### src/rtl/damped_particle_integrator_2d_macros.svh
// Assertion helpers used by the damped particle integrator controller.
`ifndef DAMPED_PARTICLE_INTEGRATOR_2D_MACROS_SVH
`define DAMPED_PARTICLE_INTEGRATOR_2D_MACROS_SVH

// same-cycle implication, sampled on clk, off during reset
`define DPI_ASSERT_SAME(lbl, ante, cons, msg) \
	lbl: assert property (@(posedge clk) disable iff (!arst_n) (ante) |-> (cons)) \
		else $error(msg);

// next-cycle implication
`define DPI_ASSERT_NEXT(lbl, ante, cons, msg) \
	lbl: assert property (@(posedge clk) disable iff (!arst_n) (ante) |=> (cons)) \
		else $error(msg);

`endif

### src/rtl/dpi_pkg.sv
package dpi_pkg;

	localparam logic [1:0] FUNC_FORCE = 2'd0;
	localparam logic [1:0] FUNC_STEP  = 2'd1;
	localparam logic [1:0] FUNC_LDPOS = 2'd2;
	localparam logic [1:0] FUNC_LDVEL = 2'd3;

	localparam logic REG_IMASS = 1'b0;
	localparam logic REG_DAMP  = 1'b1;

	localparam logic [16:0] ONE_Q16     = 17'd65536;
	localparam logic [16:0] DAMP_RESET  = 17'd64880;
	localparam logic [31:0] ONE_Q30     = 32'd1073741824;

	typedef enum logic [4:0] {
		OP_NOP, OP_FORCE, OP_LDPOS, OP_LDVEL,
		OP_MAX, OP_MAY, OP_MADX, OP_MADY, OP_MPAX, OP_MPAY, OP_MPVX, OP_MPVY,
		OP_UPD, OP_LOGINIT, OP_MSQR, OP_ME, OP_MEXP, OP_FAC,
		OP_MDX, OP_MDY, OP_MQX, OP_MQY, OP_FIN
	} op_t;

	typedef struct packed {
		op_t        op;
		logic [3:0] idx;
		logic       load_in;
	} dpi_cmd_t;

	typedef struct packed {
		logic vel_nz;
		logic trivial;
	} dpi_status_t;

	typedef logic [15:0][31:0] root_tab_t;

	function automatic logic [63:0] isqrt64(input logic [63:0] n);
		logic [63:0] r;
		logic [63:0] b;
		logic [63:0] v;
		r = '0;
		b = 64'h4000_0000_0000_0000;
		v = n;
		for (int i = 0; i < 32; i++) begin
			if (v >= r + b) begin
				v = v - (r + b);
				r = (r >> 1) + b;
			end else begin
				r = r >> 1;
			end
			b = b >> 2;
		end
		return r;
	endfunction

	// 2^(2^-i) in Q2.30, i = 1..16
	function automatic root_tab_t make_roots();
		root_tab_t   tab;
		logic [63:0] root;
		root = 64'h8000_0000;
		for (int i = 0; i < 16; i++) begin
			root = isqrt64(root << 30);
			tab[i] = root[31:0];
		end
		return tab;
	endfunction

	localparam root_tab_t ROOT_TAB = make_roots();

endpackage

### src/rtl/dpi_ctrl.sv
`include "damped_particle_integrator_2d_macros.svh"

module dpi_ctrl (
	input  logic                 clk,
	input  logic                 arst_n,
	input  logic                 s_tvalid,
	output logic                 s_tready,
	input  logic [1:0]           func,
	output logic                 m_tvalid,
	input  logic                 m_tready,
	output dpi_pkg::dpi_cmd_t    cmd,
	input  dpi_pkg::dpi_status_t status
);
	import dpi_pkg::*;

	typedef enum logic [10:0] {
		S_IDLE   = 11'b000_0000_0001,
		S_SIMPLE = 11'b000_0000_0010,
		S_ACCEL  = 11'b000_0000_0100,
		S_UPD    = 11'b000_0000_1000,
		S_LINIT  = 11'b000_0001_0000,
		S_LOG    = 11'b000_0010_0000,
		S_ELOG   = 11'b000_0100_0000,
		S_EXP    = 11'b000_1000_0000,
		S_FAC    = 11'b001_0000_0000,
		S_DAMP   = 11'b010_0000_0000,
		S_FIN    = 11'b100_0000_0000
	} state_t;

	state_t     state_q, state_d;
	logic [4:0] cnt_q, cnt_d;
	logic [1:0] func_q, func_d;
	logic       out_valid_q;

	always_comb begin
		state_d     = state_q;
		cnt_d       = cnt_q;
		func_d      = func_q;
		cmd.op      = OP_NOP;
		cmd.idx     = '0;
		cmd.load_in = 1'b0;
		case (state_q)
			S_IDLE: begin
				if (s_tvalid) begin
					cmd.load_in = 1'b1;
					func_d      = func;
					cnt_d       = '0;
					state_d     = (func == FUNC_STEP) ? S_ACCEL : S_SIMPLE;
				end
			end
			S_SIMPLE: begin
				case (func_q)
					FUNC_FORCE: cmd.op = OP_FORCE;
					FUNC_LDPOS: cmd.op = OP_LDPOS;
					FUNC_LDVEL: cmd.op = OP_LDVEL;
					default:    cmd.op = OP_NOP;
				endcase
				state_d = S_FIN;
			end
			S_ACCEL: begin
				// one product a cycle; a dependent product is issued only once its operand is written back
				case (cnt_q[3:0])
					4'd0:    cmd.op = OP_MPVX;
					4'd1:    cmd.op = OP_MPVY;
					4'd2:    cmd.op = OP_MAX;
					4'd3:    cmd.op = OP_MAY;
					4'd4:    cmd.op = OP_MADX;
					4'd5:    cmd.op = OP_MADY;
					4'd6:    cmd.op = OP_MPAX;
					4'd7:    cmd.op = OP_MPAY;
					default: cmd.op = OP_NOP;
				endcase
				cnt_d = cnt_q + 5'd1;
				if (cnt_q == 5'd8) begin
					state_d = S_UPD;
				end
			end
			S_UPD: begin
				cmd.op  = OP_UPD;
				state_d = S_LINIT;
			end
			S_LINIT: begin
				cmd.op = OP_LOGINIT;
				cnt_d  = '0;
				if (!status.vel_nz) begin
					state_d = S_FIN;
				end else if (status.trivial) begin
					state_d = S_DAMP;
				end else begin
					state_d = S_LOG;
				end
			end
			S_LOG: begin
				cmd.op = cnt_q[0] ? OP_NOP : OP_MSQR;
				cnt_d  = cnt_q + 5'd1;
				if (cnt_q == 5'd31) begin
					state_d = S_ELOG;
				end
			end
			S_ELOG: begin
				cmd.op = cnt_q[0] ? OP_NOP : OP_ME;
				cnt_d  = cnt_q + 5'd1;
				if (cnt_q == 5'd1) begin
					cnt_d   = '0;
					state_d = S_EXP;
				end
			end
			S_EXP: begin
				cmd.op  = cnt_q[0] ? OP_NOP : OP_MEXP;
				cmd.idx = cnt_q[4:1];
				cnt_d   = cnt_q + 5'd1;
				if (cnt_q == 5'd31) begin
					state_d = S_FAC;
				end
			end
			S_FAC: begin
				cmd.op  = OP_FAC;
				cnt_d   = '0;
				state_d = S_DAMP;
			end
			S_DAMP: begin
				case (cnt_q[2:0])
					3'd0:    cmd.op = OP_MDX;
					3'd1:    cmd.op = OP_MDY;
					3'd2:    cmd.op = OP_MQX;
					3'd3:    cmd.op = OP_MQY;
					default: cmd.op = OP_NOP;
				endcase
				cnt_d = cnt_q + 5'd1;
				if (cnt_q == 5'd4) begin
					state_d = S_FIN;
				end
			end
			S_FIN: begin
				if (!out_valid_q || m_tready) begin
					cmd.op  = OP_FIN;
					state_d = S_IDLE;
				end
			end
			default: state_d = S_IDLE;
		endcase
	end

	always_ff @(posedge clk or negedge arst_n) begin
		if (!arst_n) begin
			state_q     <= S_IDLE;
			cnt_q       <= '0;
			func_q      <= FUNC_FORCE;
			out_valid_q <= 1'b0;
		end else begin
			state_q <= state_d;
			cnt_q   <= cnt_d;
			func_q  <= func_d;
			if (cmd.op == OP_FIN) begin
				out_valid_q <= 1'b1;
			end else if (m_tready) begin
				out_valid_q <= 1'b0;
			end
		end
	end

	assign s_tready = (state_q == S_IDLE);
	assign m_tvalid = out_valid_q;

	`DPI_ASSERT_SAME(a_fin_free, cmd.op == OP_FIN, !out_valid_q || m_tready, "result overwritten")
	`DPI_ASSERT_NEXT(a_fin_valid, cmd.op == OP_FIN, m_tvalid, "result not presented")
	`DPI_ASSERT_NEXT(a_accept_busy, s_tvalid && s_tready, !s_tready, "second item taken")
	`DPI_ASSERT_NEXT(a_log_done, state_q == S_LOG && cnt_q == 5'd31, state_q == S_ELOG, "log loop")

endmodule

### config.mk
export PLATFORM = sky130hd
export DESIGN_NAME = dpi_ctrl
export DESIGN_NICKNAME = d
export VERILOG_FILES = /design/src/rtl/dpi_pkg.sv /design/src/rtl/dpi_ctrl.sv
export VERILOG_INCLUDE_DIRS = /design/src /design/src/rtl
export SDC_FILE = /design/constraint.sdc
export NUM_CORES = 1
export LEC_CHECK = 0
export ABC_AREA = 1
export BUFFER_PORTS_ARGS = -buffer_cell sky130_fd_sc_hd__buf_2
export CELL_PAD_IN_SITES_DETAIL_PLACEMENT = 1
export CELL_PAD_IN_SITES_GLOBAL_PLACEMENT = 2
export CORE_UTILIZATION = 30
export DETAILED_ROUTE_END_ITERATION = 7
export GPL_TIMING_DRIVEN = 0
export HOLD_SLACK_MARGIN = 0.15
export PLACE_DENSITY_LB_ADDON = 0.1
export SLEW_MARGIN = 20
export SYNTH_ARGS = -nofsm -noshare
export SYNTH_HDL_FRONTEND = slang
export SYNTH_SLANG_ARGS = --single-unit
### constraint.sdc
create_clock -name clk -period 1.7 [get_ports clk]
set_clock_uncertainty 0.2 [all_clocks]
set_input_delay 0.34 -clock clk [delete_from_list [all_inputs] [get_ports clk]]
set_output_delay 0.34 -clock clk [all_outputs]
set_load 0.05 [all_outputs]
# == After elaboration in Yosys (flattened, before gate mapping) ==
# Memories as Yosys holds them, arrays and structs flattened.
# Cells that the tools add are included.
# op_classes
n_addsub,1
multipliers,0
div,0
magnitude_cmp,0
eq_ne,29
n_shift,0
mux,27
bitwise_logic,0
reduce_logical,11
# ops
op,n
11-bit case mux with 11 select lines,1
11-bit 2-to-1 mux,8
5-bit case mux with 10 select lines,1
5-bit case mux with 4 select lines,2
5-bit 2-to-1 mux,5
"2-bit inequality test, second input constant",7
4-bit 2-to-1 mux,3
"11-bit by 1-bit equality test with 1-bit output, second input constant",1
"11-bit by 10-bit equality test with 1-bit output, second input constant",1
"11-bit equality test, second input constant",1
"11-bit by 2-bit equality test with 1-bit output, second input constant",1
"11-bit by 3-bit equality test with 1-bit output, second input constant",1
"11-bit by 4-bit equality test with 1-bit output, second input constant",1
"11-bit by 5-bit equality test with 1-bit output, second input constant",1
"11-bit by 6-bit equality test with 1-bit output, second input constant",1
"11-bit by 7-bit equality test with 1-bit output, second input constant",1
"11-bit by 8-bit equality test with 1-bit output, second input constant",1
"11-bit by 9-bit equality test with 1-bit output, second input constant",1
"5-bit equality test, second input constant",2
10-bit 2-to-1 mux,1
7-bit AND reduction,1
"3-bit by 2-bit equality test with 1-bit output, second input constant",2
2-bit case mux with 3 select lines,1
"5-bit by 1-bit adder with 5-bit output, second input constant",1
other kinds (17),22
# totals
register_bits,19
latch_bits,0
ram_bits,0
romBits,32
inputBits,8
output_inout_bits,12
elab_cells,73
n_memories,1
# mem_list
memory,depth,width,read_ports,rd_clocked_by_memory_dff,write_ports,line_no,text
(no name shown),8,4,1,0,0,dpi_ctrl.sv:62,case (cnt_q[3:0])

# == Depth between registers and ports, before layout ==
# Gate-level depths: netlist (run 1).
# logic_depth
ltp_word,6
mapped_depth,12
depth_no_buf,12

# == Worst setup path before layout (run 1) ==
# Ideal clock, no wire load.
# synth_path
path_kind,register to output
start,register state_q[4]
end,output port cmd[8] in the netlist's numbering
arrival_time_ps,2052
required_time_ps,1160
path_slack_ps,-892
path_stages_with_launch,6
n_path_buf,0
cell_sequence,dfrtp_1 -> nor2_4 -> nand2_4 -> nor2_8 -> nand3_1 -> o21ai_0
# synth_rtl
element,line_no,text
from (decl),dpi_ctrl.sv:30,"state_t state_q, state_d;"
from (signal assigned),dpi_ctrl.sv:151,state_q <= state_d;
to (decl),dpi_ctrl.sv:11,"output dpi_pkg::dpi_cmd_t cmd,"

==> results.toml, run 1 <==
[status]
outcome = "complete, but fails checks"
violations = "negative setup slack"

[floorplanning]
core_area_mm2 = 0.00527
rows = 26
ios = 20
die_y_um = 77.0
dieArea_mm2 = 0.00593
dieWidth_um = 77.0
initial_core_util_pct = 32.0

[sta]
setup_ws_ps = -619
post-route-period-util_pct = 136
slew_headroom_pct = 68.7
setup_violations = 26
setup_tns_ps = -10760
period_needed_ps = 2320
rsz0062_at_grt = "yes"
timing.fmax_mhz = 431
tightest_slew_ps = 469
finalMaxSlewViolations = 0
hold_ws_ps = 153
hold_violations = 0

[worst_setup_path]
startpoint_type = "flip-flop"
cp_top_family = "simple AND/OR/NAND/NOR gates"
cp-end-kind = "output port"
worstPathArrival_ps = 1780
crit_type = "flip-flop to output port"
path_cells = "buf_4 > nor3_4 > nand3_2 > nand2_1 > inv_2 > o2111ai_4 > buf_6"
cp_max_fo = 5
crit_path_top_delay_cell = "dfrtp_1"
cp_num_buf_inv = 3
reg2reg_depth = 14
r2r_end = "state_q[6]$_DFFE_PN0P_"
rr_startpoint = "state_q[0]$_DFFE_PN1P_"
reg2reg_slack_ps = -400
slowest_delay_ps = 420
required_ps = 1160

[route]
avgViaCountPerCell = 4.71
antenna_left = 0
firstDrtPassIters = 4
wl_per_cell_um = 14.4
drtIter0Drc = 57
via_count = 1713
wl_um = 5250
drc = 0

[finish]
final_util_pct = 49.5
nets = 313
area_growth_pct = 54.6
drive_gt1_share_pct = 48.6
antenna_cells = 0
layout_commonest_cell = "nand2_1"
final_cell_mix = "nand2_1 (52), buf_4 (30), inv_1 (29)"

[global_route]
grt_pass1_vias = 1744
gr-usage-all-layers_pct = 19.1
grt-ovfl-total = 0
grt_max_degree = 20
antenna_found_initial = 0
grt_pass1_wl_um = 8930

[yosys]
ys_seq_area_share_pct = 28.2
synthesis.area_mm2 = 0.00169
synth_top_area_share_pct = 26.7
synthArstFlopShare_pct = 100
avgSynthCellArea_um2 = 7.34
yosysTopAreaCell = "dfrtp_1"
synth.area.top_cells = "dfrtp_1 (27%), nand2_1 (14%), inv_1 (7.8%)"
syn_nets = 248
ys_warn_count = 0
ys.flop_type = "dfrtp_1"
yosysUniqueCellTypes = 32
syn_inst = 230
synth_seq_cells = 19
synth_edf_count = 0

[job]
cap_violations = 0

[pwr]
p_int_uw = 1960
p_sw_share_pct = 51.8
p_per_area_mw_per_mm2 = 1560
combPwrFrac_pct = 75.2
vdd_drop_max_mv = 0.743
pwr-share-seq_pct = 16.5
p_sw_uw = 2110
pwr-share-clk_pct = 8.3
power.leakage_uw = 0.00133

[clocking]
cts.sinks = 19
numCtsBuffers = 3
clk_path_buf_depth = 2
htree_levels = 1
cts-root-buf = "clkbuf_8"
cts_tree = "done"
clk_latency_ps = 260
clk_transition_reported_paths_ps = 80

[worst_hold_path]
worstHoldPathCells = 3
hold_end = "state_q[5]$_DFFE_PN0P_"
hold_path_class = "input port to flip-flop"
hp-start = "status[1]"

[place]
place_congestion = 0.776
hpwl_um = 3770
portBuffers = 19
-- cell families after synthesis --
logic type | Yosys count | share of synthesized area (%)
adder cells (fa/ha/maj) | 10 | 7.41
XOR/XNOR | 1 | 0.519
AO/OA/AOI/OAI | 15 | 5.71
buffers and inverters | 38 | 8.45
AND/OR/NAND/NOR | 147 | 49.7
flip-flops | 19 | 28.2
-- cells in the mapped netlist (2+ instances only) --
master     number
nand2_1        61
o21ai_1         2
nand3_4         2
nand2_4         4
nand4_1         9
nor3_4          2
ha_1           10
nor2_1         21
nand3_2         5
nand2_2         7
nor2_8          2
o21ai_2         2
nor3_1          5
nor2_2          6
nand3_1        14
dfrtp_1        18
inv_1          35
o21ai_0         6
o2111ai_1       2
nor2_4          4
inv_2           2
-- worst max-delay path by stage --
stage | cells past startpoint | slack (ps) | from | end
6_report | 7 | -620 | state_q[10]$_DFFE_PN0P_ | cmd[6]
3_3_place_gp | 9 | -560 | cnt_q[0]$_DFFE_PN0P_ | cmd[6]
4_1_cts | 9 | -620 | state_q[0]$_DFFE_PN1P_ | cmd[7]
3_5_place_dp | 9 | -550 | cnt_q[0]$_DFFE_PN0P_ | cmd[6]
2_1_floorplan | 8 | -460 | state_q[0]$_DFFE_PN1P_ | cmd[7]
5_1_grt | 7 | -710 | state_q[10]$_DFFE_PN0P_ | cmd[6]
-- tightest hold or removal path, delay by kind of cell --
kind / cells / cell delay (ps)
buf+inv: 1 / 110
simple gates: 1 / 70
compound gates: 1 / 50
-- through the flow --
stage / setup slack [ps] / area, µm² / instances / power [µW]
2_1_floorplan: -457 / 1770 / 230 / 2340
3_3_place_gp: -561 / 1950 / 319 / 2810
3_5_place_dp: -548 / 1950 / 319 / 2820
4_1_cts: -622 / 2400 / 350 / 3790
5_1_grt: -713 / 2610 / 364 / 4370
6_report: -619 / 2610 / 364 / 4070
-- layout make-up --
cell class / count / area, µm²
sequential: 19 / 484
inverter: 38 / 149
multi-input combinational: 174 / 1320
clock buffer: 4 / 45.0
fill: 654 / 2660
tap: 70 / 87.6
timing repair buffer: 59 / 526
-- timing repair --
action                                  in CTS  in global routing
gates cloned                                 1                  0
hold buffers                                 4                  0
endpoints found under the hold margin       21                  0
endpoints found under the setup margin      26                 26
setup buffers                               22                 14
gates resized for setup                     49                 24
pin swaps                                   17                 10
-- flip-flops by register name (all words and copies together) (netlist names) --
| name | count |
|---|---|
| state_q | 11 |
| cnt_q | 5 |
| func_q | 2 |
| m_tvalid | 1 |
-- metal layers --
| metal | routed length, µm | track usage (%) |
|---|---|---|
| met1 | 2460 | 25.6 |
| met2 | 2650 | 33.3 |
| met3 | 126 | 2.98 |
| met4 | 16 | 1.70 |
| met5 | 0 | 0 |
-- power by group through the flow --
stage | registers (µW) | clock network (µW) | logic, µW
2_1_floorplan | 664 | 0 | 1680
3_3_place_gp | 687 | 0 | 2120
3_5_place_dp | 691 | 0 | 2130
4_1_cts | 664 | 352 | 2770
5_1_grt | 689 | 375 | 3310
6_report | 671 | 340 | 3060
No activity file was read; power rests on OpenSTA's default activity.
==> run 2, diff against run 1 <==
Settings changed: CORE_ASPECT_RATIO from default to 1.25.
==> run 2 against run 1 <==
Effect of this change: the flow still finishes with violations (negative setup slack); count of clock-buffer cells in the layout did not move; die area barely moved; core utilization rose by 1.7 points; sequential share of layout area fell by 1.2 points; critical path type unchanged; largest power group unchanged.
==> results.toml, run 2 (synthesis gave the netlist of run 1 again) <==
[status]
outcome = "complete, but fails checks"
violations = "negative setup slack"

[clocking]
cts.sinks = 19
cts_tree = "done"
cts-root-buf = "clkbuf_8"
clk_path_buf_depth = 2
clk_transition_reported_paths_ps = 80
clk_latency_ps = 260
numCtsBuffers = 3
htree_levels = 1

[pwr]
p_per_area_mw_per_mm2 = 1590
power.leakage_uw = 0.00141
pwr-share-clk_pct = 7.7
p_sw_uw = 2270
pwr-share-seq_pct = 15.1
p_int_uw = 2150
combPwrFrac_pct = 77.2
vdd_drop_max_mv = 0.740
power_uw = 4420
p_sw_share_pct = 51.4

[worst_setup_path]
critical_path.endpoint = "cmd[7]"
cp_max_fo = 5
reg2reg_depth = 14
reg2reg_slack_ps = -460
startpoint_type = "flip-flop"
critPathMostFrequentCell = "nand2_4"
crit_type = "flip-flop to output port"
required_ps = 1160
cp-end-kind = "output port"
rr_startpoint = "state_q[0]$_DFFE_PN1P_"
cp_top_family = "simple AND/OR/NAND/NOR gates"
r2r_end = "state_q[6]$_DFFE_PN0P_"
crit_start = "state_q[0]$_DFFE_PN1P_"
worstPathArrival_ps = 1760
cp.depth = 9
path_cells = "nor2_4 > nand2_4 > nor2_8 > nand2_4 > nand2_4 > nand2_2 > and3_4 > nand4_1 > buf_6"
slowest_delay_ps = 580
crit_path_top_delay_cell = "dfstp_2"
cp_num_buf_inv = 1

[finish]
nets = 328
largest_reg_flops = 11
antenna_cells = 0
layout_commonest_cell = "nand2_1"
drive_gt1_share_pct = 56.3
final_cell_mix = "nand2_1 (44), buf_4 (40), inv_1 (27)"
regMostFlops = "state_q"
area_growth_pct = 65.0
final_cell_area_mm2 = 0.00279
reg_top3 = "state_q x11, cnt_q x5, func_q x2"

[global_route]
grt-ovfl-total = 0
antenna_found_initial = 0
gr-usage-all-layers_pct = 20.1
grt_max_degree = 20
grt_pass1_vias = 1874
grt_pass1_wl_um = 9270

[sta]
setup_violations = 28
finalMaxSlewViolations = 0
setup_ws_ps = -599
tightest_slew_ps = 476
slew_headroom_pct = 68.2
hold_violations = 0
timing.fmax_mhz = 435
period_needed_ps = 2300
rsz0062_at_grt = "yes"
post-route-period-util_pct = 135

[floorplanning]
core_area_mm2 = 0.00544
die_y_um = 85.9
initial_core_util_pct = 31.0
dieWidth_um = 69.1
dieArea_mm2 = 0.00593
ios = 20
rows = 30

[route]
firstDrtPassIters = 4
wl_per_cell_um = 15.8
via_count = 1778
wl_um = 5890
drc = 0
antenna_left = 0
avgViaCountPerCell = 4.77
drtIter0Drc = 47

[place]
portBuffers = 19
hpwl_um = 3920
dpl_cell_area_mm2 = 0.00194
place_congestion = 0.813

[job]
cap_violations = 0

[worst_hold_path]
hold_path_class = "input port to flip-flop"
-- run 2: cell count changes in the layout (fill, tap and decap cells not counted), moves of 2 or more --
cell | previous run | this run
inv_1 | 29 | 27
nand3_1 | 9 | 7
buf_6 | 12 | 15
nand2_2 | 7 | 14
nand3_2 | 9 | 12
buf_4 | 30 | 40
nor2_4 | 12 | 14
nor3_4 | 2 | 4
nand2_1 | 52 | 44
ha_2 | 0 | 2
-- run 2: worst register-to-register path, stage by stage, from the launching register on --
cell and delay (ps):
dfstp_2 580, nor2_4 60, nand2_4 120, nor2_8 80
buf_6 130, nand2_8 80, buf_6 100, buf_6 110
nand2_4 60, nand2_2 60, nand3_2 90, nor2_4 220
nand2_2 70, nand2_1 70, inv_1 40
-- run 2: stage by stage --
stage                     setup WS [ps]  util, %  hold slack, ps  setup TNS [ps]  cells
after CTS                          -622     46.2             155           -9780    355
after floorplan                    -457        -            -156           -2970    230
after global routing               -674     51.2             195          -13620    373
final                              -599     51.2             177          -11710    373
after detailed placement           -550     35.7             130           -6870    313
after global placement             -531     35.7             125           -6880    313
-- run 2: layout make-up --
cell class / instances / area, µm²
Clock buffer: 4 / 45.0
Fill cell: 655 / 2660
Sequential cell: 19 / 484
Inverter: 38 / 155
Timing Repair Buffer: 73 / 654
Multi-Input combinational cell: 175 / 1370
Tap cell: 64 / 80.1
-- run 2: how the worst min path moves through the flow --
| stage | from | to | slack (ps) | cells past startpoint |
|---|---|---|---|---|
| global route | m_tready | m_tvalid$_DFFE_PN0P_ | 190 | 4 |
| CTS | status[1] | state_q[5]$_DFFE_PN0P_ | 160 | 3 |
| global placement | arst_n | state_q[6]$_DFFE_PN0P_ | 130 | 1 |
| detailed placement | arst_n | state_q[5]$_DFFE_PN0P_ | 130 | 1 |
| floorplan | arst_n | cnt_q[0]$_DFFE_PN0P_ | -160 | 0 |
| finish | status[1] | state_q[5]$_DFFE_PN0P_ | 180 | 3 |
-- run 2: per-layer routing --
layer	track usage (%)	wire (µm)	up-vias
met4	4.27	74	0
met1	23.1	2480	867
li1	-	-	891
met5	0	0	-
met3	1.65	63	6
met2	39.9	3270	14
-- run 2: power by group through the flow --
stage / logic (µW) / registers [µW] / clock network, µW
2_1_floorplan: 1680 / 664 / 0
3_3_place_gp: 2130 / 686 / 0
3_5_place_dp: 2140 / 692 / 0
4_1_cts: 2950 / 663 / 357
5_1_grt: 3650 / 680 / 360
6_report: 3410 / 667 / 340
-- run 2: what timing repair did --
action	in CTS	in global routing
hold buffers	4	0
endpoints found under the hold margin	21	0
setup endpoints to repair	26	28
gates cloned	2	0
pin swaps	19	26
gates resized for setup	57	37
setup buffers	32	18
==> run 3, diff against run 2 <==
Settings changed: CTS_BUF_LIST from default to sky130_fd_sc_hd__clkbuf_16.
==> run 3 against run 2 <==
Effect of this change: the flow still finishes with violations (negative setup slack); die area unchanged; first-iteration DRC count down 13%; wire length up 1.6%; register-to-register slack better by 60 ps; setup slack better by 13 ps; combinational power up 1%; critical path depth unchanged; core utilization up 1.3 points; power up 4.9%; flip-flop and latch count unchanged; sequential share of layout area down 0.43 points.
==> results.toml, run 3 (synthesis gave the netlist of run 1 again) <==
[sta]
period_needed_ps = 2290
slew_headroom_pct = 68.8
rsz0062_at_grt = "yes"
hold_violations = 0
timing.fmax_mhz = 437
tightest_slew_ps = 469
setup_violations = 28
setup_ws_ps = -586
finalMaxSlewViolations = 0
post-route-period-util_pct = 134

[clocking]
cts.sinks = 19
clk_transition_reported_paths_ps = 60
numCtsBuffers = 3
cts-root-buf = "clkbuf_16"
cts_tree = "done"
clk_path_buf_depth = 2
clk_latency_ps = 250
htree_levels = 1

[finish]
layout_commonest_cell = "nand2_1"
num-fill-cells = 627
drive_gt1_share_pct = 56.8
reg_top3 = "state_q x11, cnt_q x5, func_q x2"
final_cell_mix = "nand2_1 (42), buf_4 (39), inv_1 (27)"
nets = 329
largest_reg_flops = 11
final_cell_area_mm2 = 0.00286
antenna_cells = 0
area_growth_pct = 69.2
regMostFlops = "state_q"

[worst_hold_path]
hold_path_class = "input port to flip-flop"

[floorplanning]
ios = 20
core_area_mm2 = 0.00544
rows = 30
initial_core_util_pct = 31.0
dieArea_mm2 = 0.00593
dieWidth_um = 69.1
die_y_um = 85.9

[pwr]
pwr-share-seq_pct = 14.5
combPwrFrac_pct = 74.6
p_int_uw = 2310
pwr-share-clk_pct = 10.9
power.leakage_uw = 0.00144
p_sw_uw = 2320
vdd_drop_max_mv = 0.741
p_sw_share_pct = 50.1
p_per_area_mw_per_mm2 = 1620

[global_route]
gr-usage-all-layers_pct = 20.2
grt_max_degree = 20
grt-ovfl-total = 0
grt_pass1_wl_um = 9310
antenna_found_initial = 0
grt_pass1_vias = 1872

[route]
avgViaCountPerCell = 4.75
drc = 0
drtIter0Drc = 41
via_count = 1776
wl_um = 5980
firstDrtPassIters = 4
antenna_left = 0
wl_per_cell_um = 16.0

[place]
place_congestion = 0.813
place_ws_ps = -550
dpl_cell_area_mm2 = 0.00194
portBuffers = 19
hpwl_um = 3920

[worst_setup_path]
worstPathArrival_ps = 1750
cp_num_buf_inv = 2
crit_type = "flip-flop to output port"
cp_top_family = "simple AND/OR/NAND/NOR gates"
cp_max_fo = 5
cp-end-kind = "output port"
path_cells = "nor2_4 > nand2_4 > nor2_4 > buf_6 > nand2_4 > nand2_2 > nor2_2 > nand2_4 > buf_8"
slowest_delay_ps = 430
critPathMostFrequentCell = "nand2_4"
required_ps = 1160
startpoint_type = "flip-flop"
crit_path_top_delay_cell = "dfrtp_2"

[status]
outcome = "complete, but fails checks"
violations = "negative setup slack"

[job]
cap_violations = 0
-- run 3: stage by stage --
stage	utilization (%)	total power [µW]	hold WS (ps)	cells	setup TNS (ps)
2_1_floorplan	-	2340	-156	230	-2970
3_3_place_gp	35.7	2820	125	313	-6880
3_5_place_dp	35.7	2830	130	313	-6870
4_1_cts	46.5	4190	180	353	-10390
5_1_grt	52.5	4920	205	374	-12660
6_report	52.5	4630	178	374	-10450
-- run 3: worst paths after layout --
kind / startpoint / to / slack, ps / depth (start not counted)
min in group asynchronous: arst_n / state_q[5]$_DFFE_PN0P_ / 370 / 2
max: state_q[4]$_DFFE_PN0P_ / cmd[5] / -590 / 9
min: status[1] / state_q[5]$_DFFE_PN0P_ / 180 / 3
max in group asynchronous: arst_n / cnt_q[0]$_DFFE_PN0P_ / 580 / 2
min reg2reg: cnt_q[3]$_DFFE_PN0P_ / cnt_q[3]$_DFFE_PN0P_ / 310 / 2
max reg2reg: state_q[4]$_DFFE_PN0P_ / state_q[6]$_DFFE_PN0P_ / -400 / 13
-- run 3: area by class of cell --
cell class,instances,area (µm²),share of cell area (%)
clock buffer,3,75.1,2.63
clock inverter,1,3.75,0.131
inverter,38,158,5.52
multi-input combinational,175,1400,49.1
sequential,19,484,17.0
tap,64,80.1,2.80
timing repair buffer,74,652,22.8
-- run 3: worst register-to-register path, stage by stage, from the launching register on --
cell and delay, ps:
dfrtp_2 430, nor2_4 160, nand2_4 110, buf_6 140, nor2_4 100, buf_6 120
buf_6 120, nand2_8 60, o21ai_4 200, nor2_4 70, nand2_4 110, nand2_1 70
nand2_1 60, inv_1 40
-- run 3: power by group through the flow --
stage / Combinational, µW / Sequential (µW) / Clock, µW
2_1_floorplan: 1680 / 664 / 0
3_3_place_gp: 2130 / 686 / 0
3_5_place_dp: 2140 / 692 / 0
4_1_cts: 3010 / 664 / 522
5_1_grt: 3700 / 684 / 533
6_report: 3460 / 672 / 505
-- run 3: layer usage --
layer  vias up  share of wire, %  global-route usage (%)
met2        12                57                    39.3
met4         0               1.0                    4.45
li1        896                 -                       -
met3         4               1.4                    2.35
met5         -                 0                       0
met1       864                41                    23.5
-- run 3: repair_timing --
action	4_1_cts	5_1_grt
endpoints found under the hold margin	21	0
setup endpoints to repair	26	28
hold buffers	4	0
gates resized for setup	58	46
pin swaps	20	20
cloned	2	0
setup buffers	30	22
